<file path="config.mk">
export PLATFORM = sky130hd
export DESIGN_NAME = led_command_text_parser_unit
export DESIGN_NICKNAME = d
export VERILOG_FILES = /design/src/rtl/lcp_pkg.sv /design/src/rtl/lcp_frame_match.sv /design/src/rtl/lcp_token_parser.sv /design/src/rtl/led_command_text_parser_unit.sv
export SDC_FILE = /design/constraint.sdc
export NUM_CORES = 1
export LEC_CHECK = 0
export ABC_CLOCK_PERIOD_IN_PS = 4570
export BUFFER_PORTS_ARGS = -buffer_cell sky130_fd_sc_hd__buf_4
export CORE_UTILIZATION = 25
export CTS_CLUSTER_SIZE = 12
export DETAILED_ROUTE_END_ITERATION = 16
export PLACE_DENSITY_LB_ADDON = 0.08
export SLEW_MARGIN = 40
export SYNTH_ARGS = -nofsm -noshare
export SYNTH_HDL_FRONTEND = slang
export SYNTH_SLANG_ARGS = --single-unit
</file>
<file path="constraint.sdc">
create_clock -name i_clk -period 4.57 [get_ports i_clk]
set_input_delay 1.1425 -clock i_clk [delete_from_list [all_inputs] [get_ports i_clk]]
set_output_delay 1.1425 -clock i_clk [all_outputs]
set_load 0.005 [all_outputs]
</file>
<file path="src/rtl/lcp_pkg.sv">
// Shared types, character codes and keyword tables for the LED command text parser.
// No dependencies; imported by every module of the block.
package lcp_pkg;

    localparam int COUNT_W    = 6;
    localparam int ACC_W      = 9;
    localparam int NUM_FIELDS = 5;
    localparam int INDEX_W    = 3;

    localparam logic [COUNT_W-1:0] COUNT_MAX     = 6'd63;
    localparam logic [COUNT_W-1:0] START_LEN     = 6'd9;
    localparam logic [COUNT_W-1:0] STOP_LEN      = 6'd8;
    localparam logic [ACC_W-1:0]   ACC_SAT       = 9'd256;
    localparam logic [7:0]         LED_MAX_RESET = 8'd13;
    localparam logic [INDEX_W-1:0] FIELD_COUNT   = 3'd5;
    localparam logic [INDEX_W-1:0] LAST_FIELD    = 3'd4;

    localparam logic [7:0] CH_SEMI  = 8'h3B;
    localparam logic [7:0] CH_COMMA = 8'h2C;
    localparam logic [7:0] CH_PLUS  = 8'h2B;
    localparam logic [7:0] CH_MINUS = 8'h2D;
    localparam logic [7:0] CH_SPACE = 8'h20;
    localparam logic [7:0] CH_TAB   = 8'h09;
    localparam logic [7:0] CH_CR    = 8'h0D;
    localparam logic [7:0] CH_ZERO  = 8'h30;
    localparam logic [7:0] CH_NINE  = 8'h39;
    localparam logic [7:0] CH_L     = 8'h4C;

    typedef enum logic [1:0] {
        CMD_UNKNOWN = 2'd0,
        CMD_START   = 2'd1,
        CMD_STOP    = 2'd2,
        CMD_SET     = 2'd3
    } t_cmd;

    // Position inside one token
    typedef enum logic [3:0] {
        PH_BETWEEN = 4'b0001,
        PH_SPACE   = 4'b0010,
        PH_SIGN    = 4'b0100,
        PH_DIGITS  = 4'b1000
    } t_phase;

    typedef struct packed {
        logic kept;       // this byte lies inside the kept window of a set command
        logic start_hit;  // string so far is exactly "START LED"
        logic stop_hit;   // string so far is exactly "STOP LED"
        logic prefix_ok;  // string so far starts with "L,"
    } t_frame_info;

    typedef struct packed {
        logic                             set_ok;  // five clean tokens, ends in ';'
        logic [NUM_FIELDS-1:0][7:0]       values;  // token values, entry 0 first
    } t_token_info;

    // "START LED"
    function automatic logic [7:0] start_char(input logic [3:0] pos);
        logic [7:0] ch;
        case (pos)
            4'd0:    ch = 8'h53;
            4'd1:    ch = 8'h54;
            4'd2:    ch = 8'h41;
            4'd3:    ch = 8'h52;
            4'd4:    ch = 8'h54;
            4'd5:    ch = 8'h20;
            4'd6:    ch = 8'h4C;
            4'd7:    ch = 8'h45;
            4'd8:    ch = 8'h44;
            default: ch = 8'h00;
        endcase
        return ch;
    endfunction

    // "STOP LED"
    function automatic logic [7:0] stop_char(input logic [2:0] pos);
        logic [7:0] ch;
        case (pos)
            3'd0:    ch = 8'h53;
            3'd1:    ch = 8'h54;
            3'd2:    ch = 8'h4F;
            3'd3:    ch = 8'h50;
            3'd4:    ch = 8'h20;
            3'd5:    ch = 8'h4C;
            3'd6:    ch = 8'h45;
            default: ch = 8'h44;
        endcase
        return ch;
    endfunction

endpackage

</file>
<file path="src/rtl/lcp_frame_match.sv">
// Byte counter and whole-string keyword matching (START/STOP keywords, "L," prefix).
// Depends on lcp_pkg.
module lcp_frame_match #(
    parameter int KEPT_BYTES = 31
) (
    input  logic                i_clk,
    input  logic                i_rst_n,
    input  logic                i_step,
    input  logic                i_last,
    input  logic [7:0]          i_byte,
    output lcp_pkg::t_frame_info o_info
);
    import lcp_pkg::*;

    logic [COUNT_W-1:0] r_count, n_count;
    logic               r_start, n_start;
    logic               r_stop, n_stop;
    logic               r_prefix, n_prefix;

    always_comb begin
        n_start  = r_start && (r_count < START_LEN) && (i_byte == start_char(r_count[3:0]));
        n_stop   = r_stop && (r_count < STOP_LEN) && (i_byte == stop_char(r_count[2:0]));
        n_prefix = r_prefix && !((r_count == 6'd0 && i_byte != CH_L) ||
                                 (r_count == 6'd1 && i_byte != CH_COMMA));
        n_count  = (r_count < COUNT_MAX) ? r_count + 6'd1 : r_count;

        o_info.kept      = (r_count >= 6'd2) && (r_count < COUNT_W'(KEPT_BYTES));
        o_info.start_hit = n_start && (n_count == START_LEN);
        o_info.stop_hit  = n_stop && (n_count == STOP_LEN);
        o_info.prefix_ok = n_prefix;
    end

    always_ff @(posedge i_clk) begin
        if (!i_rst_n || (i_step && i_last)) begin
            r_count  <= '0;
            r_start  <= 1'b1;
            r_stop   <= 1'b1;
            r_prefix <= 1'b1;
        end else if (i_step) begin
            r_count  <= n_count;
            r_start  <= n_start;
            r_stop   <= n_stop;
            r_prefix <= n_prefix;
        end
    end

endmodule

</file>
<file path="src/rtl/lcp_token_parser.sv">
// Token scanner for set commands: whitespace, sign, saturating decimal value, five fields.
// Depends on lcp_pkg.
module lcp_token_parser (
    input  logic                 i_clk,
    input  logic                 i_rst_n,
    input  logic                 i_step,
    input  logic                 i_last,
    input  logic                 i_kept,
    input  logic [7:0]           i_byte,
    output lcp_pkg::t_token_info o_info
);
    import lcp_pkg::*;

    t_phase             r_phase, n_phase, ph0;
    logic [ACC_W-1:0]   r_acc, n_acc, acc_dig;
    logic               r_neg, n_neg;
    logic [INDEX_W-1:0] r_index, n_index;
    logic               r_pending, n_pending;
    logic               r_err, n_err;
    logic [7:0]         r_field [NUM_FIELDS];

    logic        is_digit, is_space, is_sign, feed, err_pend;
    logic        close_err, close_wr, field_wr;
    logic [11:0] acc_mul;

    always_comb begin
        is_digit = (i_byte >= CH_ZERO) && (i_byte <= CH_NINE);
        is_space = (i_byte == CH_SPACE) || ((i_byte >= CH_TAB) && (i_byte <= CH_CR));
        is_sign  = (i_byte == CH_PLUS) || (i_byte == CH_MINUS);
        feed     = i_kept && (i_byte != CH_SEMI);
        // a held ';' that is not the final kept byte is an invalid character
        err_pend = i_kept && r_pending;
        ph0      = (err_pend && r_phase == PH_BETWEEN) ? PH_SPACE : r_phase;

        acc_mul  = 12'({3'b000, r_acc}) * 12'd10 + 12'(i_byte[3:0]);
        acc_dig  = (acc_mul > 12'(ACC_SAT)) ? ACC_SAT : acc_mul[ACC_W-1:0];

        // closing the current token ("-0" is the only legal negative)
        close_wr  = (ph0 == PH_DIGITS) && (r_index < FIELD_COUNT);
        close_err = (ph0 == PH_SPACE) || (ph0 == PH_SIGN) ||
                    ((ph0 == PH_DIGITS) &&
                     ((r_neg ? (r_acc != '0) : r_acc[ACC_W-1]) || (r_index >= FIELD_COUNT)));

        n_phase   = i_kept ? ph0 : r_phase;
        n_acc     = r_acc;
        n_neg     = r_neg;
        n_index   = r_index;
        n_err     = r_err | err_pend;
        n_pending = i_kept ? (i_byte == CH_SEMI) : r_pending;
        field_wr  = 1'b0;

        if (feed) begin
            if (i_byte == CH_COMMA) begin
                n_err    = n_err | close_err;
                field_wr = close_wr;
                if (close_wr) begin
                    n_index = r_index + 3'd1;
                end
                n_phase = PH_BETWEEN;
                n_acc   = '0;
                n_neg   = 1'b0;
            end else if (is_digit) begin
                n_acc   = acc_dig;
                n_phase = PH_DIGITS;
            end else if (is_space) begin
                if (ph0 == PH_BETWEEN || ph0 == PH_SPACE) begin
                    n_phase = PH_SPACE;
                end else begin
                    n_err = 1'b1;
                end
            end else if (is_sign) begin
                if (ph0 == PH_BETWEEN || ph0 == PH_SPACE) begin
                    n_phase = PH_SIGN;
                    n_neg   = (i_byte == CH_MINUS);
                end else begin
                    n_err = 1'b1;
                end
            end else begin
                if (ph0 == PH_BETWEEN) begin
                    n_phase = PH_SPACE;
                end
                n_err = 1'b1;
            end
        end

        // end of string: close the open token, which must be the fifth
        o_info.set_ok = n_pending && !(r_err || err_pend || close_err) &&
                        ((r_index == FIELD_COUNT && !close_wr) ||
                         (r_index == LAST_FIELD && close_wr));
        for (int k = 0; k < NUM_FIELDS - 1; k++) begin
            o_info.values[k] = r_field[k];
        end
        o_info.values[NUM_FIELDS-1] = (r_index == LAST_FIELD) ? r_acc[7:0]
                                                               : r_field[NUM_FIELDS-1];
    end

    always_ff @(posedge i_clk) begin
        if (!i_rst_n || (i_step && i_last)) begin
            r_phase   <= PH_BETWEEN;
            r_acc     <= '0;
            r_neg     <= 1'b0;
            r_index   <= '0;
            r_pending <= 1'b0;
            r_err     <= 1'b0;
        end else if (i_step) begin
            r_phase   <= n_phase;
            r_acc     <= n_acc;
            r_neg     <= n_neg;
            r_index   <= n_index;
            r_pending <= n_pending;
            r_err     <= n_err;
        end
    end

    // field store, no reset: each entry is written before it is read
    for (genvar g = 0; g < NUM_FIELDS; g++) begin : g_field
        always_ff @(posedge i_clk) begin
            if (i_step && field_wr && (r_index == INDEX_W'(g))) begin
                r_field[g] <= r_acc[7:0];
            end
        end
    end

endmodule

</file>
<file path="src/rtl/led_command_text_parser_unit.sv">
// Top level of the LED command text parser: input register, parser blocks, result register.
// Depends on lcp_pkg, lcp_frame_match and lcp_token_parser.
//
//  channel   dir  handshake                      payload
//  s_axis    in   s_axis_tvalid / s_axis_tready  tdata[7:0] byte_char, tlast is_last
//  m_axis    out  m_axis_tvalid / m_axis_tready  tuser[1:0] command, tdata: led, bright, r, g, b
//  cfg       in   i_cfg_valid / o_cfg_ready      i_cfg_data[7:0] led_max
//
// One byte per cycle while nothing stalls. A byte is held in the input register while the
// frame matcher and token scanner update; the final byte of a string loads the result
// register as it leaves the input register, and the result stays valid until it is taken.
// Reset (synchronous, active low) clears the parser control state and sets led_max to 13.
// Only a final byte can stall, and only while the previous result is still not taken.
module led_command_text_parser_unit #(
    parameter int KEPT_BYTES = 31
) (
    input  logic        i_clk,
    input  logic        i_rst_n,
    // byte stream
    input  logic        s_axis_tvalid,
    output logic        s_axis_tready,
    input  logic [7:0]  s_axis_tdata,   // [7:0] byte_char
    input  logic        s_axis_tlast,   // is_last
    // results
    output logic        m_axis_tvalid,
    input  logic        m_axis_tready,
    output logic [39:0] m_axis_tdata,   // [7:0] led_number, [15:8] brightness,
                                        // [23:16] red, [31:24] green, [39:32] blue
    output logic [1:0]  m_axis_tuser,   // [1:0] command
    // led_max register write
    input  logic        i_cfg_valid,
    output logic        o_cfg_ready,
    input  logic [7:0]  i_cfg_data
);
    import lcp_pkg::*;

    // input register
    logic       r_in_valid;
    logic [7:0] r_in_byte;
    logic       r_in_last;

    // result register
    logic       r_out_valid;
    t_cmd       r_out_cmd, n_out_cmd;
    logic [NUM_FIELDS-1:0][7:0] r_out_fields, n_out_fields;

    logic [7:0] r_led_max;

    logic stall, step, in_accept;
    t_frame_info frame;
    t_token_info tok;

    // a final byte may only proceed if the result register is free or draining
    assign stall         = r_in_valid && r_in_last && r_out_valid && !m_axis_tready;
    assign step          = r_in_valid && !stall;
    assign s_axis_tready = !stall;
    assign in_accept     = s_axis_tvalid && s_axis_tready;
    assign o_cfg_ready   = 1'b1;

    always_ff @(posedge i_clk) begin
        if (!i_rst_n) begin
            r_led_max <= LED_MAX_RESET;
        end else if (i_cfg_valid) begin
            r_led_max <= i_cfg_data;
        end
    end

    always_ff @(posedge i_clk) begin
        if (!i_rst_n) begin
            r_in_valid <= 1'b0;
        end else if (in_accept) begin
            r_in_valid <= 1'b1;
        end else if (step) begin
            r_in_valid <= 1'b0;
        end
    end

    always_ff @(posedge i_clk) begin
        if (in_accept) begin
            r_in_byte <= s_axis_tdata;
            r_in_last <= s_axis_tlast;
        end
    end

    lcp_frame_match #(
        .KEPT_BYTES (KEPT_BYTES)
    ) u_frame (
        .i_clk   (i_clk),
        .i_rst_n (i_rst_n),
        .i_step  (step),
        .i_last  (r_in_last),
        .i_byte  (r_in_byte),
        .o_info  (frame)
    );

    lcp_token_parser u_token (
        .i_clk   (i_clk),
        .i_rst_n (i_rst_n),
        .i_step  (step),
        .i_last  (r_in_last),
        .i_kept  (frame.kept),
        .i_byte  (r_in_byte),
        .o_info  (tok)
    );

    // keyword matches win over a set command; a set needs the LED in 1..led_max
    always_comb begin
        n_out_fields = '0;
        if (frame.start_hit) begin
            n_out_cmd = CMD_START;
        end else if (frame.stop_hit) begin
            n_out_cmd = CMD_STOP;
        end else if (frame.prefix_ok && tok.set_ok && (tok.values[0] != 8'd0) &&
                     (tok.values[0] <= r_led_max)) begin
            n_out_cmd    = CMD_SET;
            n_out_fields = tok.values;
        end else begin
            n_out_cmd = CMD_UNKNOWN;
        end
    end

    always_ff @(posedge i_clk) begin
        if (!i_rst_n) begin
            r_out_valid <= 1'b0;
        end else if (step && r_in_last) begin
            r_out_valid <= 1'b1;
        end else if (m_axis_tready) begin
            r_out_valid <= 1'b0;
        end
    end

    always_ff @(posedge i_clk) begin
        if (step && r_in_last) begin
            r_out_cmd    <= n_out_cmd;
            r_out_fields <= n_out_fields;
        end
    end

    assign m_axis_tvalid = r_out_valid;
    assign m_axis_tdata  = r_out_fields;
    assign m_axis_tuser  = r_out_cmd;

    // a set result always carries a nonzero LED number
    a_set_led: assert property (@(posedge i_clk) disable iff (!i_rst_n)
        (r_out_valid && r_out_cmd == CMD_SET) |-> (r_out_fields[0] != 8'd0))
        else $error("set result with LED number zero");

    // every other result carries zero fields
    a_zero_fields: assert property (@(posedge i_clk) disable iff (!i_rst_n)
        (r_out_valid && r_out_cmd != CMD_SET) |-> (r_out_fields == '0))
        else $error("non-set result with nonzero fields");

    // the final byte of a string always produces a result
    a_last_result: assert property (@(posedge i_clk) disable iff (!i_rst_n)
        (step && r_in_last) |=> r_out_valid)
        else $error("final byte left no result");

    // the input side stalls only on a final byte facing a full result register
    a_stall_cause: assert property (@(posedge i_clk) disable iff (!i_rst_n)
        !s_axis_tready |-> (r_in_valid && r_in_last && r_out_valid))
        else $error("input stalled without a pending result");

endmodule

</file>
Word level (Yosys, flattened, before mapping) --
Memory sizes are Yosys's and may differ from the RTL's. A register that Yosys moved wholly into a read port is not among the register bits. Index checks and enable logic that the tools add are counted.
Storage, ports and cells: logic and storage cells 203, memories kept 2, memory bits (writable) 40, ROM bits 112, bits in registers 65, input port bits 22
Cells by class: multiply operators 1, reduce and logical (&&, ||, !) cells 71, bitwise operators 3, multiplexer cells 61, add/subtract/negate cells 3, order comparisons 13, eq/ne operators 31
Memory list:
- (no name shown) | depth 16, bits a word 7, read ports 1, clocked after memory_dff 1, write ports 0, line lcp_pkg.sv:59 | case (pos)
- u_token.r_field | depth 5, bits a word 8, read ports 5, clocked after memory_dff 3, write ports 1, line lcp_token_parser.sv:20 | logic [7:0] r_field [NUM_FIELDS];
Operator list (count):
- case mux 7 bit (7 select lines) | 1
- two-way mux 4 bit | 12
- equality test 8 x 6 -> 1 bit, second input constant | 5
- two-way mux 8 bit | 5
- logical AND 1 bit | 36
- two-way mux 1 bit | 33
- OR reduction 8 bit | 4
- two-way mux 9 bit | 3
- inequality test 8 x 6 -> 1 bit, second input constant | 2
- equality test 3 bit, second input constant | 5
- adder 12 x 4 -> 12 bit | 1
- equality test 3 x 2 -> 1 bit, second input constant | 4
- equality test 6 x 4 -> 1 bit, second input constant | 2
- > comparator 12 x 9 -> 1 bit, second input constant | 1
- < comparator 6 x 4 -> 1 bit, second input constant | 2
- two-way mux 3 bit | 4
- logical OR 1 bit | 11
- multiplier 9 x 3 -> 11 bit, second input constant | 1
- nonzero test 2 bit | 5
- nonzero test 9 bit | 1
- equality test 4 x 1 -> 1 bit, second input constant | 2
- equality test 8 x 7 -> 1 bit | 1
- equality test 8 bit | 1
- >= comparator 8 x 4 -> 1 bit, second input constant | 1
- other kinds (30) | 40

Longest topological paths before layout --
Gate-level depths: netlist of the first run.
depth after elaboration 18, gate-level depth with buffers 11, gate-level depth less buffers 11

Hierarchy --
A second synthesis of the first run with hierarchy kept.
Second synthesis, totals: cell total of the unflattened synthesis 643, area total of the unflattened synthesis 7171.9 um^2
By module, submodules not included:
- lcp_token_parser | times used 1, seq. area each 1581.5 um^2, cells an instance 318, area each 3433.3 um^2
- led_command_text_parser_unit | times used 1, seq. area each 1731.7 um^2, cells an instance 175, area each 2477.4 um^2
- lcp_frame_match | times used 1, seq. area each 320.3 um^2, cells an instance 150, area each 1261.2 um^2

Least setup slack after synthesis of the first run --
OpenSTA, ideal clock, no wires.
path type input-to-reg, start in m_axis_tready, end reg with a tool-made name, path slack 0.304 ns, cell stages on the path 8, library setup time 0.075 ns, arrival time 4.192 ns, path buffers 2, required time 4.495 ns, path through nor2b_1 -> clkbuf_1 -> nor2_1 -> nor2b_1 -> o221a_2 -> clkbuf_1 -> nand2b_1 -> o22ai_1
RTL lines:
- start, declared | line led_command_text_parser_unit.sv:26 | input logic m_axis_tready,

Worst setup path after layout of the first run --
start reg u_token.r_acc[1], end reg u_token.r_acc[7]
Between the ends: word-level cells in the longest chain between the ends 6
RTL lines:
- start, declared | line lcp_token_parser.sv:15 | logic [ACC_W-1:0] r_acc, n_acc, acc_dig;
- start signal, assigned | line lcp_token_parser.sv:107 | r_acc <= n_acc;
- multiplier 9 x 3 -> 11 bit (*) | line lcp_token_parser.sv:35 | acc_mul = 12'({3'b000, r_acc}) * 12'd10 + 12'(i_byte[3:0]);
- adder 12 x 4 -> 12 bit (*) | line lcp_token_parser.sv:35
- > comparator 12 x 9 -> 1 bit | line lcp_token_parser.sv:36 | acc_dig = (acc_mul > 12'(ACC_SAT)) ? ACC_SAT : acc_mul[ACC_W-1:0];
- two-way mux 9 bit (*) | line lcp_token_parser.sv:36
- two-way mux 9 bit (*) | line lcp_token_parser.sv:62 | end else if (is_digit) begin
- two-way mux 9 bit (*) | line lcp_token_parser.sv:53 | if (i_byte == CH_COMMA) begin
Every way passes the cells marked *; elsewhere a longest branch is shown, timed or not. The select of a mux whose other input is x is not followed. A chain may end at the register's enable or synchronous reset.

==> flow_summary.ini, run 1 <==
[status]
status = complete, no violations

[min_path]
min_from = u_frame.r_stop
hold_path_end = u_frame.r_stop
whs_path_depth = 1
hp-class = flip-flop to flip-flop

[placement]
port_buffers = 65
dpl.cell_count = 988
gp_congestion = 0.794
dp.final_hpwl_um = 12000
pre_cts_ws_ns = 0.597

[floorplanning]
die_area_um2 = 28100
initial_utilization_pct = 25.5
dieWidth_um = 168
fp-row-count = 60
core_area_um2 = 27000
io_pins = 67
die_h_um = 168

[cells_and_area]
utilization_pct = 31.1
num_antenna_cells = 0
final_layout_size_suffix_gt1_share_pct = 19.1
final_nets = 730
instances_no_fill = 1020
fillers = 2711
syn_to_final_growth_pct = 22.1

[sta]
relSlewSlack_pct = 54.3
clock.fmax_mhz = 252
finalMaxSlewViolations = 0
period_needed_ns = 3.97
clock_skew_ns = 0.0120
setup_viol = 0
worst_pin_slew_ns = 0.683
worst_slack_ns = 0.596
fin_setup_tns_ns = 0
finalCritPeriodShare_pct = 87.0
hold_viol = 0
rsz0062_at_grt = false

[setup_path]
cp_max_fo = 11
r2r.worst_path.cells = 11
cp-start-kind = flip-flop
worstSetupPathType = flip-flop to flip-flop
regToRegSetupSlack_ns = 0.60
reg2reg_from = u_token.r_acc[1]
worst_path_most_repeated_cell = ha_1
critPathCaptureType = flip-flop
cpLargestDelayFamily = simple AND/OR/NAND/NOR gates
cp.required_ns = 4.93
crit_start = u_token.r_acc[1]
path_cells = ha_1 -> ha_1 -> inv_1 -> fa_1 -> nand2b_1 -> nor3b_2 -> nand2_1 -> or2_0 -> or4b_1 -> a2111oi_4 -> a22o_1
r2r-end = u_token.r_acc[7]
cpPeakStageDelay_ns = 0.62
cp_num_buf_inv = 1
critPathArrivalTime_ns = 4.34
crit_slowest_cell = a2111oi_4

[grt]
grt_remaining_overflow = 0
antenna_found_initial = 0
grt_pass1_vias = 4774
grt_pass1_wl_um = 26900
grt_start_max_net_pins = 43
grt_usage_pct = 12.5

[synth]
synthFlopType = edfxtp_1
synthTopCellsByArea = edfxtp_1 (40%), dfxtp_1 (13%), ha_1 (7.3%), and2_1 (3.0%), mux2i_1 (2.8%)
ys_warn_count = 0
synth_fp_nets = 657
ys_async_sr_fraction_pct = 0
yosysUniqueCellTypes = 74
yosysMostFrequentCell = edfxtp_1
ys_ff_latch = 136
syn_avg_cell_area_um2 = 11.6
ys_seq_area_share_pct = 53.0
synth_top_area_share_pct = 39.8
synth-edff-count = 91
synth_top_area_cell = edfxtp_1
synth_cells = 593
synth_common_cells = edfxtp_1 (91), dfxtp_1 (45), ha_1 (40), and2_1 (33), nand2_1 (33)
syn_area_um2 = 6860

[clocking]
cts-htree-levels = 4
cts_root_buffer = clkbuf_16
cts.repair.resized = 0
clk_path_buf_depth = 2
cts_tree = built
cts_setup_buffers = 0
cts_sinks = 136
clk_pin_slew_ns = 0.07
hold_buffers = 0
clock_latency_ns = 0.42
cts-buffers-inserted = 17

[routing]
route.detailed.drc = 0
antenna_left = 0
wl_um = 16800
drtIter0Drc = 263
vias_per_cell = 4.59
vias = 4680
wl_per_cell_um = 16.5
first_pass_iters = 4

[power]
power_density_nw_per_um2 = 353
power_uw = 2960
power.leakage_uw = 0.00322
worst_ir_drop_vdd_v = 0.000160

[run]
drv_cap = 0
==> sequential cells by signal, indices dropped and copies added, names as in the netlist, named ones only <==
name / cells
r_led_max: 8
m_axis_tdata: 40
u_frame.r_count: 6
u_token.r_acc: 9
u_frame.r_stop: 1
u_token.r_pending: 1
u_token.r_index: 3
r_in_valid: 1
u_token.r_neg: 1
u_frame.r_prefix: 1
u_token.r_field: 40
u_token.r_err: 1
u_frame.r_start: 1
r_in_byte: 8
u_token.r_phase: 4
m_axis_tvalid: 1
r_in_last: 1
m_axis_tuser: 2
==> cells in the final DEF (no fill, tap or decap), drive strengths merged, types with 5 or more instances in the layout <==
cell    count
dfxtp      45
ha         40
edfxtp     91
clkinv      5
nor2       31
nand2      33
nor3b       5
o21a        5
nand2b      8
a21oi      19
a211oi     10
nor2b      13
or3         5
nand4       5
a21o        6
nor4        7
and2       33
a21boi      5
nand3      14
mux2i      19
o211ai      6
xor2        8
o21ai      14
and3        7
xnor2      20
inv        36
buf        76
clkbuf     17
nor3       20
or2         6
a22o        7
==> worst register-to-register path, stage by stage (launching register included) <==
cell       delay, ns
dfxtp_1         0.59
ha_1            0.31
ha_1            0.22
inv_1           0.08
fa_1            0.46
nand2b_1        0.23
nor3b_2         0.24
nand2_1         0.13
or2_0           0.25
or4b_1          0.58
a2111oi_4       0.62
a22o_1          0.21
==> per-layer routing <==
layer	global-route usage (%)	vias to the layer above	wire, um
met1	16.5	2227	8370
met5	0	-	0
met4	3.67	0	184
met2	20.1	87	7730
li1	-	2352	-
met3	2.81	14	533
==> stage by stage <==
| stage | hold slack [ns] | cell area (um2) |
|---|---|---|
| 4_1_cts | 0.473 | 8370 |
| 5_1_grt | 0.499 | 8370 |
| 2_1_floorplan | 0.436 | 6860 |
| 6_report | 0.472 | 8370 |
| 3_3_place_gp | 0.464 | 7760 |
| 3_5_place_dp | 0.450 | 7760 |
==> power by group <==
part,internal (uW),switching [uW],leakage (uW),total (uW)
registers,1330,26.2,0.00122,1360
clock network,830,613,0.000299,1440
logic,73.5,85.0,0.00171,158
==> final cells by class <==
type,count,area [um2],share of cell area (%)
inverter,28,105,1.26
sequential,136,3630,43.4
clock inverter,15,184,2.20
multi-input combinational,407,3030,36.2
tap,341,427,5.09
timing repair buffer,76,571,6.81
clock buffer,17,425,5.08
==> how the worst max path moves through the flow <==
stage                       endpoint  slack [ns]  cells after the start
floorplan                  flip-flop        0.30                      8
global placement    u_token.r_acc[4]        0.71                     11
detailed placement  u_token.r_acc[4]        0.60                     11
CTS                 u_token.r_acc[4]        0.58                     11
global route        u_token.r_acc[6]        0.34                     11
finish              u_token.r_acc[7]        0.60                     11
==> cells by family (layout without fill, tap and decap cells) <==
group                    count (synthesis)  in the layout  share of synthesized area [%]
flip-flops                             136            136                           53.0
other                                    1              1                         0.0547
AO/OA/AOI/OAI                          113            113                           12.3
multiplexers                            20             20                           2.94
adder cells (fa/ha/maj)                 42             42                           7.88
AND/OR/NAND/NOR                        203            203                           17.2
buffers and inverters                   50            136                           3.08
XOR/XNOR                                28             28                           3.58
Note: power is estimated with default switching activity, not from simulation.
==> run 2, diff against run 1 <==
--- a/config.mk
+++ b/config.mk
@@ -5,6 +5,7 @@
 export SDC_FILE = /design/constraint.sdc
 export NUM_CORES = 1
 export LEC_CHECK = 0
+export ABC_AREA = 1
 export ABC_CLOCK_PERIOD_IN_PS = 4570
 export BUFFER_PORTS_ARGS = -buffer_cell sky130_fd_sc_hd__buf_4
 export CORE_UTILIZATION = 25
==> run 2 against run 1 <==
Effect of this change:
- synthesized cell count grew 29%
- sequential share of layout area shrank 1.3 points
- non-clock buffer count shrank 3
- sequential power is essentially flat
- hold slack lost 0.020 ns
- critical endpoint is now u_token.r_acc[0]
==> flow_summary.ini, run 2 <==
[grt]
grt_use_met2_pct = 20.2
grt_usage_pct = 12.5
antenna_found_initial = 0
use_met3_pct = 2.67
grt_remaining_overflow = 0
grt_pass1_vias = 5195
grt_util_met1_pct = 16.7
grt_start_max_net_pins = 43
grt_pass1_wl_um = 27800
gr-max-usage-layer = met2

[synth]
ys_async_sr_fraction_pct = 0
synth_fp_nets = 828
synth_top_area_share_pct = 38.5
syn_area_um2 = 7090
synth-edff-count = 91
ys_warn_count = 0
synthFlopType = edfxtp_1
synth_cells = 764
ys_seq_area_share_pct = 51.2
synthTopCellsByArea = edfxtp_1 (39%), dfxtp_1 (13%), ha_1 (7.1%), nand2_1 (6.6%), inv_1 (6.0%)
yosysMostFrequentCell = nand2_1
syn_avg_cell_area_um2 = 9.28
synth_top_area_cell = edfxtp_1
synth_common_cells = nand2_1 (125), inv_1 (114), edfxtp_1 (91), nor2_1 (56), a21oi_1 (50)
yosysUniqueCellTypes = 50
ys_ff_latch = 136

[clocking]
cts_tree = built
clk_pin_slew_ns = 0.06
cts_setup_buffers = 0
cts.repair.resized = 0
hold_buffers = 0
clock_latency_ns = 0.42
clk_path_buf_depth = 2
cts-htree-levels = 4
cts_root_buffer = clkbuf_16
cts-buffers-inserted = 17
cts_sinks = 136

[floorplanning]
io_pins = 67
dieWidth_um = 170
die_area_um2 = 29000
fp-row-count = 61
core_area_um2 = 27900
initial_utilization_pct = 25.5
die_h_um = 170

[sta]
worst_pin_slew_ns = 0.722
finalMaxSlewViolations = 0
clock_skew_ns = 0.0134
rsz0062_at_grt = false
clock.fmax_mhz = 314
hold_viol = 0
period_needed_ns = 3.19
relSlewSlack_pct = 51.7
finalCritPeriodShare_pct = 69.8
fin_setup_tns_ns = 0
setup_viol = 0

[power]
p_sw_uw = 699
pwr-share-clk_pct = 47.6
power.leakage_uw = 0.00363
pwr-share-comb_pct = 6.8
internal-power_uw = 2280
worst_ir_drop_vdd_v = 0.000175
power_density_nw_per_um2 = 345
switching_share_pct = 23.5
seqPwrFrac_pct = 45.6

[setup_path]
cpPeakStageDelay_ns = 0.67
critPathCaptureType = flip-flop
crit_slowest_cell = dfxtp_1
cpLargestDelayFamily = simple AND/OR/NAND/NOR gates
regToRegSetupSlack_ns = 1.38
crit_start = u_token.r_acc[1]
cp.depth = 15
cp_num_buf_inv = 1
r2r-end = u_token.r_acc[0]
cp.required_ns = 4.91
cp_max_fo = 11
critPathArrivalTime_ns = 3.53
path_cells = ha_1 -> ha_1 -> inv_1 -> fa_1 -> nor3_2 -> nand2_1 -> nand2_1 -> nand2_1 -> nor2_1 -> nand3_1 -> nand2_1 -> nand3_1 -> nor2_4 -> nand3_1 -> a21oi_1
worst_path_most_repeated_cell = nand2_1
cp-start-kind = flip-flop
endpoint = u_token.r_acc[0]
r2r.worst_path.cells = 15
reg2reg_from = u_token.r_acc[1]
worstSetupPathType = flip-flop to flip-flop

[routing]
vias_per_cell = 4.16
drtIter0Drc = 307
first_pass_iters = 4
route.detailed.drc = 0
antenna_left = 0
vias = 5136
wl_um = 17100
wl_per_cell_um = 13.8

[run]
drv_cap = 0

[cells_and_area]
final_nets = 908
final_cell_mix = nand2_1 (125), inv_1 (114), edfxtp_1 (91)
final_layout_size_suffix_gt1_share_pct = 22.2
syn_to_final_growth_pct = 21.8
num_antenna_cells = 0
layout_commonest_cell = nand2_1
stdcell_area_um2 = 8640

[placement]
placed_cell_area_um2 = 8040
dp.final_hpwl_um = 12500
gp_congestion = 0.764
port_buffers = 65

[min_path]
hp-class = flip-flop to flip-flop

[status]
status = complete, no violations
==> run 2: power by group through the flow <==
stage	clock [uW]	sequential (uW)	combinational, uW
after floorplan	0	1380	137
after global placement	0	1390	207
after detailed placement	0	1390	205
after CTS	1460	1360	206
after global routing	1520	1360	232
final	1420	1360	203
==> run 2: kinds of logic after synthesis <==
family / Yosys count / synth area share, %
buffers and inverters: 141 / 8.15
and+or+nand+nor: 321 / 22.3
AOI/OAI and AO/OA: 108 / 8.82
other: 1 / 0.0529
DFF: 136 / 51.2
adders and majority gates: 42 / 7.62
muxes: 1 / 0.141
xor gates and xnor gates: 14 / 1.73
==> run 2: worst min-delay path by stage <==
stage                                   to              from  cells after the start
final                     u_frame.r_prefix  u_frame.r_prefix                      2
after floorplan           u_frame.r_prefix  u_frame.r_prefix                      2
after global placement    u_frame.r_prefix  u_frame.r_prefix                      2
after detailed placement  u_frame.r_prefix  u_frame.r_prefix                      2
after global routing      u_frame.r_prefix  u_frame.r_prefix                      2
after CTS                 u_frame.r_prefix  u_frame.r_prefix                      2
==> run 2: final cells by class <==
cell class              instances  area [um2]
flip-flops and latches        136        3630
fillers                      2947       19200
inverters                     129         489
well taps                     378         473
multi-input cells             487        2900
clock inverters                13         169
clock buffers                  19         433
repair buffers                 73         548
==> run 2: worst register-to-register path: stages (launching register included) <==
cell and delay, ns:
dfxtp_1 0.67, ha_1 0.33, ha_1 0.23, inv_1 0.08, fa_1 0.48, nor3_2 0.22, nand2_1 0.09, nand2_1 0.07
nand2_1 0.08, nor2_1 0.17, nand3_1 0.09, nand2_1 0.06, nand3_1 0.11, nor2_4 0.21, nand3_1 0.10, a21oi_1 0.14
==> run 2: metal layers <==
metal,wire (um),up-vias
met2,7800,80
li1,-,2714
met5,0,-
met4,105,0
met1,8600,2335
met3,564,7
==> run 2: per-stage QoR <==
step	worst slack [ns]	hold slack, ns	std cells	util (%)	total power [uW]
floorplan	0.407	0.412	764	-	1520
global placement	0.937	0.437	1203	28.8	1590
detailed placement	1.13	0.440	1203	28.9	1590
CTS	1.33	0.453	1235	31.0	3030
global route	1.00	0.487	1235	31.0	3110
finish	1.38	0.452	1235	31.0	2980
